**config.mk**
```make
export PLATFORM = sky130hd
export DESIGN_NAME = jph_front
export DESIGN_NICKNAME = d
export VERILOG_FILES = /design/src/hdl/joint_probability_histogram_macros.svh /design/src/hdl/jph_pkg.sv /design/src/hdl/jph_front.sv
export SDC_FILE = /design/constraint.sdc
export NUM_CORES = 1
export LEC_CHECK = 0
export BUFFER_PORTS_ARGS = -buffer_cell sky130_fd_sc_hd__buf_4
export CAP_MARGIN = 0
export CORE_MARGIN = 2
export CORE_UTILIZATION = 49
export CTS_CLUSTER_DIAMETER = 120
export DETAILED_ROUTE_END_ITERATION = 8
export GPL_ROUTABILITY_DRIVEN = 0
export PLACE_DENSITY = 0.83
export REMOVE_ABC_BUFFERS = 1
export SYNTH_ARGS = -nofsm -noshare
export SYNTH_HDL_FRONTEND = slang
export SYNTH_SLANG_ARGS = --single-unit
```
**constraint.sdc**
```tcl
create_clock -name clock -period 3.6 [get_ports clock]
set_input_delay 0.72 -clock clock [delete_from_list [all_inputs] [get_ports clock]]
set_output_delay 0.72 -clock clock [all_outputs]
set_load 0.05 [all_outputs]
```
**src/hdl/joint_probability_histogram_macros.svh**
```systemverilog
// Assertion macros used by the histogram top level.
`ifndef JOINT_PROBABILITY_HISTOGRAM_MACROS_SVH
`define JOINT_PROBABILITY_HISTOGRAM_MACROS_SVH
`ifndef SYNTHESIS
// cons must hold in the same cycle as ante
`define JPH_ASSERT_IMPL(label, clk, rst, ante, cons) \
   label: assert property (@(posedge clk) disable iff (rst) (ante) |-> (cons)) \
      else $error("histogram check failed");
// cons must hold in the cycle after ante
`define JPH_ASSERT_NEXT(label, clk, rst, ante, cons) \
   label: assert property (@(posedge clk) disable iff (rst) (ante) |=> (cons)) \
      else $error("histogram check failed");
`else
`define JPH_ASSERT_IMPL(label, clk, rst, ante, cons)
`define JPH_ASSERT_NEXT(label, clk, rst, ante, cons)
`endif
`endif

```
**src/hdl/jph_pkg.sv**
```systemverilog
// Types and constants of the joint probability histogram.
package jph_pkg;

   // Field widths
   localparam int VALUE_W     = 4;
   localparam int CAT_REG_W   = 5;
   localparam int CSR_IDX_W   = 2;
   localparam int PROB_W      = 17;
   localparam int OUT_CNT_W   = 20;
   localparam int DIV_STEPS   = 17;
   localparam int DIV_STEP_W  = 5;

   localparam logic [CAT_REG_W-1:0]  CAT_RESET = 5'd16;
   localparam logic [PROB_W-1:0]     PROB_ONE  = 17'd65536;
   localparam logic [DIV_STEP_W-1:0] DIV_LAST  = 5'd16;

   // Request opcodes
   localparam logic [1:0] OP_COUNT = 2'd0;
   localparam logic [1:0] OP_READ  = 2'd1;
   localparam logic [1:0] OP_CLEAR = 2'd2;

   // Result status codes
   localparam logic [1:0] STATUS_OK         = 2'd0;
   localparam logic [1:0] STATUS_BAD_RANGE  = 2'd1;
   localparam logic [1:0] STATUS_NO_SAMPLES = 2'd2;

   // Configuration register indexes
   localparam logic [CSR_IDX_W-1:0] REG_CAT_A = 2'd0;
   localparam logic [CSR_IDX_W-1:0] REG_CAT_B = 2'd1;
   localparam logic [CSR_IDX_W-1:0] REG_CAT_C = 2'd2;

   // Command kinds passed from front to back
   localparam logic [1:0] CMD_COUNT    = 2'd0;
   localparam logic [1:0] CMD_READ     = 2'd1;
   localparam logic [1:0] CMD_CLEAR    = 2'd2;
   localparam logic [1:0] CMD_READ_BAD = 2'd3;

   typedef struct packed {
      logic [1:0]         op;
      logic [VALUE_W-1:0] value_a;
      logic [VALUE_W-1:0] value_b;
      logic [VALUE_W-1:0] value_c;
   } req_type;

   typedef struct packed {
      logic [PROB_W-1:0]    probability;
      logic [OUT_CNT_W-1:0] cell_count;
      logic [OUT_CNT_W-1:0] total_count;
      logic [1:0]           status;
   } rsp_type;

   typedef struct packed {
      logic [1:0]         kind;
      logic [VALUE_W-1:0] value_a;
      logic [VALUE_W-1:0] value_b;
      logic [VALUE_W-1:0] value_c;
   } cmd_type;

   typedef struct packed {
      logic init_busy;
   } back_stat_type;

endpackage

```
**src/hdl/jph_front.sv**
```systemverilog
// Front end: category registers, range check and request classification.
module jph_front
   import jph_pkg::*;
#(
   parameter int MAX_CATEGORIES = 16
) (
   input  logic                 clock,
   input  logic                 reset,
   input  logic                 req_push,
   input  req_type              req_data,
   output logic                 req_full,
   input  logic                 csr_valid,
   output logic                 csr_ready,
   input  logic [CSR_IDX_W-1:0] csr_index,
   input  logic [CAT_REG_W-1:0] csr_wdata,
   input  logic                 q_full,
   output logic                 q_push,
   output cmd_type              q_data,
   input  back_stat_type        back_stat
);

   localparam logic [6:0] MAX_CAT_V = 7'(MAX_CATEGORIES);

   logic [CAT_REG_W-1:0] cat_a_ff, cat_b_ff, cat_c_ff;
   logic                 all_ok;
   logic                 keep;
   logic [1:0]           kind;

   function automatic logic in_range(input logic [VALUE_W-1:0] v,
                                     input logic [CAT_REG_W-1:0] lim);
      in_range = ({1'b0, v} < lim) && (7'(v) < MAX_CAT_V);
   endfunction

   // Configuration writes are always taken
   assign csr_ready = 1'b1;

   always_ff @(posedge clock) begin
      if (reset) begin
         cat_a_ff <= CAT_RESET;
         cat_b_ff <= CAT_RESET;
         cat_c_ff <= CAT_RESET;
      end else if (csr_valid) begin
         unique case (csr_index)
            REG_CAT_A: cat_a_ff <= csr_wdata;
            REG_CAT_B: cat_b_ff <= csr_wdata;
            REG_CAT_C: cat_c_ff <= csr_wdata;
            default: ;
         endcase
      end
   end

   // Range check and classification
   assign all_ok = in_range(req_data.value_a, cat_a_ff) &&
                   in_range(req_data.value_b, cat_b_ff) &&
                   in_range(req_data.value_c, cat_c_ff);

   always_comb begin
      keep = 1'b0;
      kind = CMD_COUNT;
      unique case (req_data.op)
         OP_COUNT: begin
            keep = all_ok;
            kind = CMD_COUNT;
         end
         OP_READ: begin
            keep = 1'b1;
            kind = all_ok ? CMD_READ : CMD_READ_BAD;
         end
         OP_CLEAR: begin
            keep = 1'b1;
            kind = CMD_CLEAR;
         end
         default: keep = 1'b0;
      endcase
   end

   // Hold off requests while the command queue is full or the store is wiped after reset
   assign req_full = q_full || back_stat.init_busy;
   assign q_push   = req_push && !req_full && keep;

   assign q_data = '{kind:    kind,
                     value_a: req_data.value_a,
                     value_b: req_data.value_b,
                     value_c: req_data.value_c};

endmodule

```
# == Word-level counts from Yosys, hierarchy flattened ==
# Index checks and enable logic that the tools add are counted.
# totals
regBits,15
inputBits,27
out_inout_bits,17
word_cells,25
# op_classes
magnitude_cmp,3
n_eq_ne,4
mux,3
reduce_logical,12
# op_table
cell,count
4-bit by 5-bit less-than comparator with 1-bit output,3
2-bit AND reduction,3
"2-bit by 1-bit == test with 1-bit output, second input constant",2
"2-bit == test, second input constant",2
1-bit logical AND,4
2-bit zero test,2
2-bit case mux with 2 select lines,1
2-bit two-way mux,1
1-bit case mux with 2 select lines,1
2-bit OR reduction,1
1-bit zero test,1
1-bit logical OR,1

# == Logic depth before layout (Yosys ltp) ==
# depth
ltp_word,5
ltp_mapped,7
depth_no_buf,7

# == Worst setup path before layout ==
# Ideal clock, no wire load.
# synth_timing
path_kind,in2out
start,in req_data[10] (netlist bit)
end,out q_data[13] (netlist bit)
t_arrival_ps,2606
t_required_ps,2880
setup_slack_ps,274
cell_stages,5
path_buffers,0
path_cell_list,ha_1 -> o21ai_0 -> a221o_1 -> o221a_2 -> o21ai_0
# synth_lines
item,line_no,text
from (decl),jph_front.sv:10,"input req_type req_data,"
to (decl),jph_front.sv:18,"output cmd_type q_data,"

# == Worst setup path after layout ==
# layout_timing
start,in req_data[5] (netlist bit)
end,out q_push
# layout_via
elab_chain_len,5
# layout_lines
item,line_no,text
4-bit by 5-bit less-than comparator with 1-bit output,jph_front.sv:31,"in_range = ({1'b0, v} < lim) && (7'(v) < MAX_CAT_V);"
1-bit logical AND,jph_front.sv:53,"assign all_ok = in_range(req_data.value_a, cat_a_ff) &&"
1-bit logical AND,jph_front.sv:54,"in_range(req_data.value_b, cat_b_ff) &&"
1-bit case mux with 2 select lines,jph_front.sv:60,unique case (req_data.op)
1-bit logical AND,jph_front.sv:79,assign q_push = req_push && !req_full && keep;
to (decl),jph_front.sv:17,"output logic q_push,"
# No other way between the ends.

==> results.sh <==
export IMPL_ys_warn_count=0
export IMPL_yosysMostFrequentCell="nor2_1"
export IMPL_tns_ns=0
export IMPL_postPlaceCellArea_mm2=0.00123
export IMPL_die_x_um=48.9
export IMPL_nFillCells=176
export IMPL_routed_via_density=4.98
export IMPL_synth_top_flop_cell="dfxtp_1"
export IMPL_yosys_cell_types_count=25
export IMPL_finClkSkew_ns=0
export IMPL_clkSinkCount=15
export IMPL_drc=0
export IMPL_drive_above_1_share_pct=33.6
export IMPL_wl_per_cell_um=11.7
export IMPL_slew_violations=0
export IMPL_leakage_nw=0.630
export IMPL_cts_setup_buffers=0
export IMPL_netlist_area_um2=986
export IMPL_cts_root_buf="clkbuf_4"
export IMPL_vdd_ir_drop_max_mv=0.211
export IMPL_cpMostUsedCell="buf_4"
export IMPL_status="finished clean"
export IMPL_clock_path_buffers=2
export IMPL_crit_type="primary input to output port"
export IMPL_cts_clk_slew_worst_paths_ns=0.08
export IMPL_start_util_pct=51.3
export IMPL_powerDensity_mw_per_mm2=313
export IMPL_synth_area_leaders="dfxtp_1 30%, ha_1 16%, buf_4 9.9%"
export IMPL_max_freq_ghz=0.358
export IMPL_wl_um=2030
export IMPL_io_buffer_count=42
export IMPL_grt_total_usage_pct=18.0
export IMPL_crit_path_end_kind="output port"
export IMPL_dieArea_mm2=0.00239
export IMPL_yosysTopAreaCell="dfxtp_1"
export IMPL_synth_edf_count=0
export IMPL_synthTopCellsByCount="18 x nor2_1, 15 x dfxtp_1, 14 x inv_1, 13 x buf_4, 13 x ha_1"
export IMPL_nets=187
export IMPL_htreeDepth=1
export IMPL_required_ns=2.88
export IMPL_n_antenna_cell=0
export IMPL_drv_cap=0
export IMPL_ys_seq_area_share_pct=30.5
export IMPL_vias=861
export IMPL_antenna_found_initial=0
export IMPL_hold_path_class="register to register"
export IMPL_cts_resized=0
export IMPL_finalSetupViolCount=0
export IMPL_grt_max_degree=16
export IMPL_drtIter0Drc=7
export IMPL_overflow=0
export IMPL_start_kind="primary input"
export IMPL_hold_viol_final=0
export IMPL_cts_hold_buf=0
export IMPL_synth_seq_cells=15
export IMPL_min_period_over_period_pct=77.6
export IMPL_grt_pass1_wl_um=3370
export IMPL_rsz0062_at_grt="false"
export IMPL_first_pass_iters=4
export IMPL_insertion_delay_ns=0.28
export IMPL_final_min_clock_period_ns=2.79
export IMPL_grt_pass1_vias=873
export IMPL_slowest_stage="ha_1"
export IMPL_synthCells=114
export IMPL_drt_antenna_violating_nets=0
export IMPL_cts_buffers_inserted=3
export IMPL_cp_arrival_ns=2.07
export IMPL_synth_top_area_share_pct=30.5
export IMPL_synthArstFlopShare_pct=0
export IMPL_path_cells="buf_4 -> ha_1 -> a211o_1 -> a21oi_1 -> o221a_2 -> a22o_2 -> buf_4"
export IMPL_hpwlAfterDp_um=1720
export IMPL_ios=44
export IMPL_path_max_fanout=2
export IMPL_cts_tree="built"
export IMPL_die_h_um=48.9
export IMPL_syn_area_per_cell_um2=8.65
export IMPL_max_stage_delay_ns=0.27
export IMPL_area_growth_pct=27.8
export IMPL_final_core_util_pct=65.6
export IMPL_core_mm2=0.00192
export IMPL_finalInstanceArea_mm2=0.00126
export IMPL_num_rows=16
through the flow:
| step | setup WS, ns | total power, mW | hold WS [ns] | instances |
|---|---|---|---|---|
| floorplan | 0.274 | 0.224 | 0.436 | 100 |
| global placement | 0.804 | 0.298 | 0.454 | 169 |
| detailed placement | 0.792 | 0.302 | 0.458 | 169 |
| CTS | 0.792 | 0.398 | 0.479 | 173 |
| global route | 0.751 | 0.413 | 0.500 | 173 |
| finish | 0.806 | 0.394 | 0.475 | 173 |
critical path, delay by kind of cell:
kind,cells,cell delay (ns)
buffers and inverters,2,0.30
AO/OA/AOI/OAI,4,0.78
adder cells (fa/ha/maj),1,0.27
cell families after synthesis:
group                      count (synthesis)  synth area share, %
and+or+nand+nor                           30                 15.6
buffers and inverters                     28                 15.6
AOI/OAI and AO/OA                         19                 13.3
DFF                                       15                 30.5
adders and majority gates                 13                 16.5
muxes                                      8                 8.12
other                                      1                0.380
worst paths after layout:
path / to / cells after the start / start / slack [ns]
max: q_push / 7 / req_data[5] / 0.81
min: cat_c_ff[4] / 1 / cat_c_ff[4] / 0.48
max reg2reg: cat_a_ff[4] / 2 / cat_a_ff[4] / 2.79
min reg2reg: cat_c_ff[4] / 1 / cat_c_ff[4] / 0.48
layout make-up:
class                      count  area, µm²  share of cell area, %
tap                           27       33.8                   2.68
multi-input combinational     71        532                   42.2
clock buffer                   4       26.3                   2.09
timing repair buffer          42        315                   25.0
sequential                    15        300                   23.8
inverter                      14       52.6                   4.17
flip-flops by register name, summed over array words and instances, names as in the netlist:
register  count
cat_a_ff      5
cat_c_ff      5
cat_b_ff      5
placed cells by master, fill, tap and decap left out, types with 2 or more instances in the layout:
cell      instances
a21oi_1           6
nand2_1           2
ha_1             13
mux2i_1           8
buf_4            42
a211o_1           4
nand3b_1          2
dfxtp_1          15
inv_1            14
clkbuf_4          3
nor3b_1           2
o21ai_0           4
nor2_1           18
power by group:
group          total, mW  switching, mW  internal, mW  leakage [nW]
clock network     0.0962         0.0532        0.0430        0.0150
logic              0.123         0.0718        0.0511         0.493
registers          0.175        0.00272         0.172         0.122
total              0.394          0.128         0.266         0.630
per-layer routing:
layer	GRT usage [%]	share of wire, %	up-vias
li1	-	-	431
met1	17.2	37	393
met2	35.6	55	33
met3	3.99	6.9	4
met4	8.57	1.3	0
met5	0	0	-
(Power assumes the default switching activity.)
