[src/hdl/joint_probability_histogram_macros.svh]
// Assertion macros used by the histogram top level.
`ifndef JOINT_PROBABILITY_HISTOGRAM_MACROS_SVH
`define JOINT_PROBABILITY_HISTOGRAM_MACROS_SVH
`ifndef SYNTHESIS
// cons must hold in the same cycle as ante
`define JPH_ASSERT_IMPL(label, clk, rst, ante, cons) \
   label: assert property (@(posedge clk) disable iff (rst) (ante) |-> (cons)) \
      else $error("histogram check failed");
// cons must hold in the cycle after ante
`define JPH_ASSERT_NEXT(label, clk, rst, ante, cons) \
   label: assert property (@(posedge clk) disable iff (rst) (ante) |=> (cons)) \
      else $error("histogram check failed");
`else
`define JPH_ASSERT_IMPL(label, clk, rst, ante, cons)
`define JPH_ASSERT_NEXT(label, clk, rst, ante, cons)
`endif
`endif

[src/hdl/jph_queue.sv]
// Small synchronous FIFO used between front, back and result port.
module jph_queue #(
   parameter int WIDTH = 8,
   parameter int DEPTH = 4
) (
   input  logic             clock,
   input  logic             reset,
   input  logic             push,
   input  logic [WIDTH-1:0] push_data,
   output logic             full,
   input  logic             pop,
   output logic [WIDTH-1:0] pop_data,
   output logic             empty
);

   localparam int PTR_W = (DEPTH > 1) ? $clog2(DEPTH) : 1;
   localparam int CNT_W = $clog2(DEPTH + 1);

   logic [WIDTH-1:0] slot_ff [DEPTH];
   logic [PTR_W-1:0] wr_ptr_ff, wr_ptr_in;
   logic [PTR_W-1:0] rd_ptr_ff, rd_ptr_in;
   logic [CNT_W-1:0] count_ff, count_in;
   logic             push_ok, pop_ok;

   assign full     = (count_ff == CNT_W'(DEPTH));
   assign empty    = (count_ff == '0);
   assign push_ok  = push && !full;
   assign pop_ok   = pop && !empty;
   assign pop_data = slot_ff[rd_ptr_ff];

   // Pointer and fill count update
   always_comb begin
      wr_ptr_in = wr_ptr_ff;
      rd_ptr_in = rd_ptr_ff;
      count_in  = count_ff;
      if (push_ok) begin
         wr_ptr_in = (wr_ptr_ff == PTR_W'(DEPTH - 1)) ? '0 : wr_ptr_ff + 1'b1;
      end
      if (pop_ok) begin
         rd_ptr_in = (rd_ptr_ff == PTR_W'(DEPTH - 1)) ? '0 : rd_ptr_ff + 1'b1;
      end
      if (push_ok && !pop_ok) begin
         count_in = count_ff + 1'b1;
      end else if (pop_ok && !push_ok) begin
         count_in = count_ff - 1'b1;
      end
   end

   always_ff @(posedge clock) begin
      if (reset) begin
         wr_ptr_ff <= '0;
         rd_ptr_ff <= '0;
         count_ff  <= '0;
      end else begin
         wr_ptr_ff <= wr_ptr_in;
         rd_ptr_ff <= rd_ptr_in;
         count_ff  <= count_in;
      end
   end

   // Storage
   always_ff @(posedge clock) begin
      if (push_ok) begin
         slot_ff[wr_ptr_ff] <= push_data;
      end
   end

endmodule

[config.mk]
export PLATFORM = sky130hd
export DESIGN_NAME = jph_queue
export DESIGN_NICKNAME = d
export VERILOG_FILES = /design/src/hdl/joint_probability_histogram_macros.svh /design/src/hdl/jph_queue.sv
export SDC_FILE = /design/constraint.sdc
export NUM_CORES = 1
export LEC_CHECK = 0
export BUFFER_PORTS_ARGS = -buffer_cell sky130_fd_sc_hd__buf_2
export CAP_MARGIN = 20
export CORE_AREA = 3 3 69 71
export DETAILED_ROUTE_END_ITERATION = 7
export DIE_AREA = 0 0 72 74
export PLACE_DENSITY = 0.65
export SLEW_MARGIN = 20
export SYNTH_ARGS = -nofsm -noshare
export SYNTH_HDL_FRONTEND = slang
export SYNTH_SLANG_ARGS = --single-unit
export TNS_END_PERCENT = 50
[constraint.sdc]
create_clock -name clock -period 2.2 [get_ports clock]
set_input_delay 0.33 -clock clock [delete_from_list [all_inputs] [get_ports clock]]
set_output_delay 0.33 -clock clock [all_outputs]
set_load 0.01 [all_outputs]
# --- Word level (Yosys, flattened, before mapping) ---
# Memory sizes are Yosys's and may differ from the RTL's. A register that Yosys moved wholly into a read port is not among the register bits.
# Cells that the tools add are included.
classes:
  n_addsub: 4
  eq_ne: 3
  muxes: 8
  n_reduce_logical: 10
ops:
  columns: ["op", "count"]
  rows:
  - ["2-to-1 mux 2 bit", 4]
  - ["2-to-1 mux 3 bit", 2]
  - ["adder 2 x 1 -> 2 bit, second input constant", 2]
  - ["equality test 2 bit, second input constant", 2]
  - ["logical AND 1 bit", 4]
  - ["logical NOT 1 bit", 4]
  - ["adder 3 x 1 -> 3 bit, second input constant", 1]
  - ["equality test 3 bit, second input constant", 1]
  - ["logical NOT 3 bit", 1]
  - ["subtractor 3 x 1 -> 3 bit, second input constant", 1]
  - ["2-to-1 mux 1 bit", 2]
  - ["nonzero test 2 bit", 1]
word_totals:
  ff_bits: 7
  ramBits: 32
  inputBits: 12
  out_inout_bits: 10
  elab_cells: 29
  n_memories: 1
memory_table:
  columns: ["memory", "words", "width", "read_ports", "rd_clocked_by_memory_dff", "write_ports", "line", "rtl"]
  rows:
  - ["slot_ff", 4, 8, 1, 1, 1, "jph_queue.sv:19", "logic [WIDTH-1:0] slot_ff [DEPTH];"]

# --- Longest topological paths before layout ---
# Gate-level depths: netlist (run 1).
depth:
  depth_word: 7
  ltp_mapped: 10

# --- Worst setup path before layout (run 1) ---
# OpenSTA, ideal clock, no wires.
synth_path:
  path_kind: "register to register"
  start: "register count_ff[0]"
  end: "register count_ff[2]"
  setup_time_ps: 70
  arrival_ps: 2103
  required_ps: 2130
  setup_slack_ps: 26
  path_stages_with_launch: 11
  synth_period_minus_slack_ps: 2174
  path_cell_list: "dfxtp_1 > or3b_1 > buf_6 > clkinv_4 > nor2_2 > ha_1 > inv_1 > fa_1 > xor2_1 > or3_2 > a21oi_1"
synth_via:
  elab_chain_len: 6
synth_rtl:
  columns: ["item", "line", "rtl"]
  rows:
  - ["start: declaration", "jph_queue.sv:22", "logic [CNT_W-1:0] count_ff, count_in;"]
  - ["start signal: assignment", "jph_queue.sv:57", "count_ff <= count_in;"]
  - ["equality test 3 bit (*)", "jph_queue.sv:25", "assign full = (count_ff == CNT_W'(DEPTH));"]
  - ["via full", "jph_queue.sv:10", "output logic full,"]
  - ["logical NOT 1 bit (*)", "jph_queue.sv:27", "assign push_ok = push && !full;"]
  - ["logical AND 1 bit (*)", "jph_queue.sv:27", null]
  - ["via push_ok", "jph_queue.sv:23", "logic push_ok, pop_ok;"]
  - ["logical NOT 1 bit", "jph_queue.sv:44", "end else if (pop_ok && !push_ok) begin"]
  - ["logical AND 1 bit", "jph_queue.sv:44", null]
  - ["nonzero test 2 bit (no line)", null, null]
# The timed path passes the listed nets; every way through them passes the cells marked *. The select of a mux whose other input is x is not followed.
# A chain may end at the register's enable or synchronous reset.

# --- Final worst setup path (run 1) ---
layout_path:
  start: "register count_ff[2]"
  end: "register count_ff[2]"
layout_via:
  elab_chain_len: 6
layout_rtl:
  columns: ["item", "line"]
  rows:
  - ["equality test 3 bit (*)", "jph_queue.sv:25"]
  - ["logical NOT 1 bit (*)", "jph_queue.sv:27"]
  - ["logical AND 1 bit (*)", "jph_queue.sv:27"]
  - ["via push_ok", "jph_queue.sv:23"]
  - ["logical NOT 1 bit", "jph_queue.sv:44"]
  - ["logical AND 1 bit", "jph_queue.sv:44"]
  - ["nonzero test 2 bit (no line)", null]
# Marks and branches as above.

==> reports/results.ini, run 1 <==
[synth]
synth_ff_type=edfxtp_1
syn_nets=111
yosys.cell_count.top_type=edfxtp_1
ys_top_cells_by_count=32 x edfxtp_1, 9 x dfxtp_1, 8 x mux4_2, 6 x ha_1
yosysUniqueCellTypes=26
synthesis.instances=92
synthArstFlopShare_pct=0
ys_warn_count=0
synth_area_leaders=edfxtp_1 58%, dfxtp_1 11%, mux4_2 11%
yosysTopAreaCell=edfxtp_1
avgSynthCellArea_um2=17.9
seq_area_frac_synth_pct=69.4
synth-edff-count=32
ys_ff_latch=41
synth_area_mm2=0.00165
synth.top_cell.area_share_pct=58.4

[sta]
worst_slack_ps=97.4
hold_viol=0
fin_crit_ps=2100
slew_viol_final=0
max_freq_mhz=476
worst_pin_slew_ps=442
setup-violations-final=0
rsz0062_at_grt=no
finalCritPeriodShare_pct=95.6
fin_skew_ps=7.25
max_slew_margin_pct=70.5

[power_and_ir_drop]
p_leak_uw=0.000744
peakVddDrop_uv=514
share_comb_of_total_power_pct=27.6
pwr-share-clk_pct=26.9
p_per_area_mw_per_mm2=1120
p_sw_uw=610
netSwitchingFraction_pct=27.3
p_seq_share_pct=45.5
intPower_uw=1630

[grt]
grt_pass1_vias=929
grt_max_degree=14
grt_overflow=0
grt_pass1_wl_um=4420
grt_antenna_before_repair=0
track_usage_pct=11.5

[finish]
synthToLayoutAreaGrowth_pct=21.2
layout-drive-gt1-share_pct=47.2
nets=141
nFillCells=378
diodes=0
fin_cells=175

[routing]
drt.antenna.violating_nets=0
num_vias=853
wl_per_cell_um=15.3
drc=0
avgViaCountPerCell=4.87
drt_iter0_drc=38
dr.pass1.iters=4
finalWirelength_um=2680

[floorplanning]
io_pins=22
die_h_um=74
row_count=24
coreArea_mm2=0.00429
floorplan.initialDensity_pct=38.3
die-area_mm2=0.00533
die_x_um=72

[critical_path]
cp.arrival_ps=2320
ff2ff_path_depth=9
r2r_setup_slack_ps=100
path_class=reg2reg
worst-endpoint-required_ps=2420
r2r_end=count_ff[2]$_SDFFE_PP0P_
cp-start-kind=register
crit_fanout=5
cp-end-kind=register
r2r-start=count_ff[2]$_SDFFE_PP0P_

[min_path]
hold_start=push_data[7]
hold_end=slot_ff[2][7]$_DFFE_PP_
holdPathStages=1
hold_path.class=in2reg

[clocking]
cts.sinks=41
ctsRootBufferMaster=clkbuf_8
cts.reportedPaths.clkPinSlew_ps=80
cts_tree=yes
numCtsBuffers=5
cts_buffer_depth=2
clkLatencyLatePin_ps=290
ctsHoldBuffers=0
htree_num_levels=2

[placement]
gp_congestion=0.720
io_buffers=21
place_ws_ps=-100
place_hpwl_um=1840
dp_cells=165

[job]
timing.max_cap.violations=0

[status]
status=finished clean

## worst max path at each step
stage	startpoint	endpoint	cells past startpoint
CTS	count_ff[2]$_SDFFE_PP0P_	count_ff[2]$_SDFFE_PP0P_	9
global placement	count_ff[1]$_SDFFE_PP0P_	count_ff[2]$_SDFFE_PP0P_	7
floorplan	count_ff[0]$_SDFFE_PP0P_	count_ff[2]$_SDFFE_PP0P_	10
global route	count_ff[2]$_SDFFE_PP0P_	count_ff[2]$_SDFFE_PP0P_	9
detailed placement	count_ff[1]$_SDFFE_PP0P_	count_ff[2]$_SDFFE_PP0P_	7
finish	count_ff[2]$_SDFFE_PP0P_	count_ff[2]$_SDFFE_PP0P_	9
## critical path: stages (launching register included)
cell and delay (ps):
dfxtp_4 370, or3b_4 260, clkinv_4 60, nor2_4 80, ha_2 180, inv_1 60
fa_2 400, xor2_1 170, or3_4 330, a21oi_2 130
## cell families after synthesis
kind of cell / after synthesis / share of synthesized area (%)
AND/OR/NAND/NOR: 16 / 5.70
flip-flops: 41 / 69.4
AO/OA/AOI/OAI: 7 / 3.04
XOR/XNOR: 2 / 1.06
multiplexers: 10 / 12.2
buffers and inverters: 9 / 2.89
adder cells (fa/ha/maj): 7 / 5.78
## layout make-up
type | instances | area (um2) | share of cell area, %
clock buffer | 7 | 119 | 5.96
clock inverter | 1 | 5.00 | 0.251
inverter | 5 | 23.8 | 1.19
multi-input combinational | 42 | 485 | 24.3
sequential | 41 | 1150 | 57.5
tap | 52 | 65.1 | 3.26
timing repair buffer | 27 | 150 | 7.53
## per-stage QoR
step | hold WS [ps] | util, % | setup TNS, ps | cell area [um2] | total power (uW)
6_report | 254 | 46.4 | 0 | 1990 | 2240
5_1_grt | 243 | 46.4 | 0 | 1990 | 2370
4_1_cts | 251 | 45.6 | 0 | 1960 | 2210
3_5_place_dp | 498 | 42.4 | -100 | 1820 | 1590
3_3_place_gp | 478 | 42.4 | 0 | 1820 | 1560
2_1_floorplan | 429 | - | 0 | 1650 | 1400
## flip-flops by register name (all words and copies together), names as in the netlist, named ones only
register / count
slot_ff: 32
rd_ptr_ff: 2
count_ff: 3
wr_ptr_ff: 2
## per-layer routing
layer / vias up / global-route usage, % / wire, um
li1: 413 / - / -
met1: 411 / 11.3 / 1040
met2: 22 / 21.9 / 1450
met3: 7 / 4.59 / 156
met4: 0 / 3.76 / 36
met5: - / 0 / 0
## placed cells by master, fill, tap and decap left out
cell type / instances
mux4_2: 8
or3_1: 1
a21oi_1: 2
clkinv_4: 1
o31ai_2: 1
buf_4: 6
mux2i_1: 2
a21oi_2: 1
ha_1: 5
ha_2: 1
dfxtp_4: 1
o31ai_4: 1
inv_1: 4
nor2_4: 1
o21ai_0: 1
xor2_1: 2
dfxtp_1: 7
fa_2: 1
nand3_1: 2
clkbuf_8: 5
and3_2: 4
nand2_1: 1
nor3_1: 2
o21ai_1: 1
buf_2: 21
or3_4: 1
nor2_1: 3
clkinv_2: 1
clkbuf_16: 2
or3b_4: 1
edfxtp_1: 32
dfxtp_2: 1
## power by group through the flow
stage / Combinational [uW] / Sequential, uW / Clock (uW)
2_1_floorplan: 393 / 1000 / 0
3_3_place_gp: 542 / 1010 / 0
3_5_place_dp: 566 / 1020 / 0
4_1_cts: 579 / 1020 / 620
5_1_grt: 679 / 1030 / 659
6_report: 617 / 1020 / 603
## timing repair
item,4_1_cts,5_1_grt
setup buffers,0,2
pin swaps,0,3
resized for setup,4,6
setup endpoints to repair,1,1
No activity file was read; power rests on OpenSTA's default activity.
==> run 2: changes to the inputs <==
--- a/config.mk
+++ b/config.mk
@@ -7,10 +7,10 @@
 export LEC_CHECK = 0
 export BUFFER_PORTS_ARGS = -buffer_cell sky130_fd_sc_hd__buf_2
 export CAP_MARGIN = 20
-export CORE_AREA = 3 3 69 71
+export CORE_AREA = 3 3 64 66
 export DETAILED_ROUTE_END_ITERATION = 7
-export DIE_AREA = 0 0 72 74
-export PLACE_DENSITY = 0.65
+export DIE_AREA = 0 0 67 69
+export PLACE_DENSITY = 0.73
 export SLEW_MARGIN = 20
 export SYNTH_ARGS = -nofsm -noshare
 export SYNTH_HDL_FRONTEND = slang
==> run 2 against run 1 <==
  * Final cell count fell by 4.0%
  * Die area decreased by 13%
  * Critical path depth did not move
  * Hold slack improved by 10 ps
  * First-iteration DRC count is 24% lower
  * Cell area down 3.1%
  * Clock power decreased by 27%
==> reports/results.ini, run 2 (synthesized netlist as in run 1, its figures left out) <==
[status]
status=finished clean

[clocking]
cts.sinks=41  ; unchanged
cts_buffer_depth=2  ; unchanged
ctsHoldBuffers=0  ; unchanged
postCtsSetupBuffers=0  ; unchanged
ctsRootBufferMaster=clkbuf_8
clkLatencyLatePin_ps=280  ; about the same
cts_tree=yes
numCtsBuffers=5  ; unchanged
cts.reportedPaths.clkPinSlew_ps=70  ; about the same
htree_num_levels=2  ; unchanged

[sta]
max_freq_mhz=491  ; +3.1%
rsz0062_at_grt=no
worst_slack_ps=162  ; +64.1 ps
worst_pin_slew_ps=432  ; -10.3 ps
max_slew_margin_pct=71.1  ; +0.69 points
setup-violations-final=0  ; unchanged
slew_viol_final=0  ; unchanged
fin_skew_ps=5.20  ; -2.05 ps
fin_crit_ps=2040  ; -64.1 ps
finalCritPeriodShare_pct=92.7  ; -2.9 points
hold_viol=0  ; unchanged

[critical_path]
slowest_delay_ps=360  ; -40 ps
worst_path_dominant_cell_family=simple AND/OR/NAND/NOR gates
critPathBufInv=2  ; unchanged
path_class=reg2reg
worst-endpoint-required_ps=2410  ; about the same
cp.arrival_ps=2250  ; -70 ps
path_cells=or3b_4 -> clkinv_4 -> nor2_4 -> ha_2 -> inv_1 -> fa_2 -> xor2_1 -> or3_4 -> a21oi_2
r2r_setup_slack_ps=160  ; +60 ps
cp_slowest_cell=dfxtp_4
crit_fanout=5  ; unchanged
cp-end-kind=register
cp-start-kind=register

[grt]
grt.met1_usage_pct=15.7  ; +4.3 points
grt_pass1_vias=897  ; -3.4%
grt_max_degree=13  ; -1
use_met2_pct=22.2  ; +0.22 points
busiest_layer=met2
grt_overflow=0  ; unchanged
grt_antenna_before_repair=0  ; unchanged
grt_pass1_wl_um=4420  ; +0.14%
track_usage_pct=13.6  ; +2.2 points
use_met3_pct=6.19  ; +1.6 points

[finish]
synthToLayoutAreaGrowth_pct=17.4
fin_cells=168  ; -4.0%
final_common_cell=edfxtp_1
nets=139  ; -1.4%
top_register=slot_ff
layout-drive-gt1-share_pct=45.8  ; -1.3 points
largest_register_ffs=32  ; unchanged
top_regs=slot_ff x32, count_ff x3
layout_common_cells=32 x edfxtp_1, 21 x buf_2, 8 x mux4_2, 6 x dfxtp_1
diodes=0  ; unchanged

[power_and_ir_drop]
power_uw=2050  ; -8.3%
p_per_area_mw_per_mm2=1060  ; -5.4%
p_leak_uw=0.000708  ; -4.8%
peakVddDrop_uv=675  ; +31%

[routing]
avgViaCountPerCell=5.11  ; +4.9%
dr.pass1.iters=4  ; unchanged
wl_per_cell_um=15.9  ; +3.9%
drc=0  ; unchanged
drt_iter0_drc=29  ; -24%
num_vias=859  ; +0.70%
finalWirelength_um=2670  ; -0.30%
drt.antenna.violating_nets=0  ; unchanged

[floorplanning]
coreArea_mm2=0.00363  ; -15%
floorplan.initialDensity_pct=45.3  ; +7.0 points
row_count=22  ; -8.3%
die_x_um=67  ; -6.9%
io_pins=22  ; unchanged
die_h_um=69  ; -6.8%
die-area_mm2=0.00462  ; -13%

[placement]
gp_congestion=0.748  ; +3.9%
place_ws_ps=-73.2  ; +26.8 ps
dp_cells=161  ; -2.4%
place_hpwl_um=1940  ; +5.5%
io_buffers=21  ; unchanged

[job]
timing.max_cap.violations=0  ; unchanged

[min_path]
hold_path.class=in2reg

==> run 2: report_power, final <==
part | switching, uW | internal (uW) | leakage (uW)
Combinational | 280 | 305 | 0.000302
Sequential | 76.3 | 951 | 0.000369
Clock | 226 | 212 | 0.0000377
==> run 2: routing by layer <==
| metal | share of wire (%) | wire (um) | vias up |
|---|---|---|---|
| met5 | 0 | 0 | - |
| met4 | 1.3 | 35 | 0 |
| met3 | 5.6 | 149 | 7 |
| met2 | 53 | 1420 | 24 |
| met1 | 40 | 1070 | 423 |
| li1 | - | - | 405 |
==> run 2: worst register-to-register path: cells and delay by family, from the launching register on <==
family	cells	cell delay (ps)
flops	1	360
compound gates	1	120
simple gates	3	680
xor+xnor	1	160
fa+ha+maj	2	530
buf+inv	2	120
==> run 2: area by class of cell <==
class	count	area, um2
clock inverter	2	11.3
multi-input combinational	42	485
clock buffer	5	68.8
fill	314	1700
sequential	41	1150
timing repair buffer	25	135
tap	48	60.1
inverter	5	23.8
==> run 2: metrics by stage <==
stage | cell area [um2] | util, % | hold slack [ps] | TNS, ps
floorplan | 1650 | - | 429 | 0
global placement | 1820 | 50.0 | 481 | 0
detailed placement | 1820 | 50.0 | 503 | -73.2
CTS | 1920 | 53.0 | 258 | 0
global route | 1930 | 53.2 | 245 | 0
finish | 1930 | 53.2 | 264 | 0
==> run 2: timing repair <==
| action | in CTS | in global routing |
|---|---|---|
| pin swaps | 0 | 1 |
| resized for setup | 8 | 3 |
| setup endpoints to repair | 1 | 1 |
==> run 2: path summary, 6_finish.rpt <==
| path | startpoint | endpoint | cells past startpoint |
|---|---|---|---|
| max | count_ff[2]$_SDFFE_PP0P_ | count_ff[2]$_SDFFE_PP0P_ | 9 |
| min | push_data[4] | slot_ff[3][4]$_DFFE_PP_ | 1 |
| max reg2reg | count_ff[2]$_SDFFE_PP0P_ | count_ff[2]$_SDFFE_PP0P_ | 9 |
| min reg2reg | rd_ptr_ff[0]$_SDFFE_PP0P_ | rd_ptr_ff[0]$_SDFFE_PP0P_ | 2 |
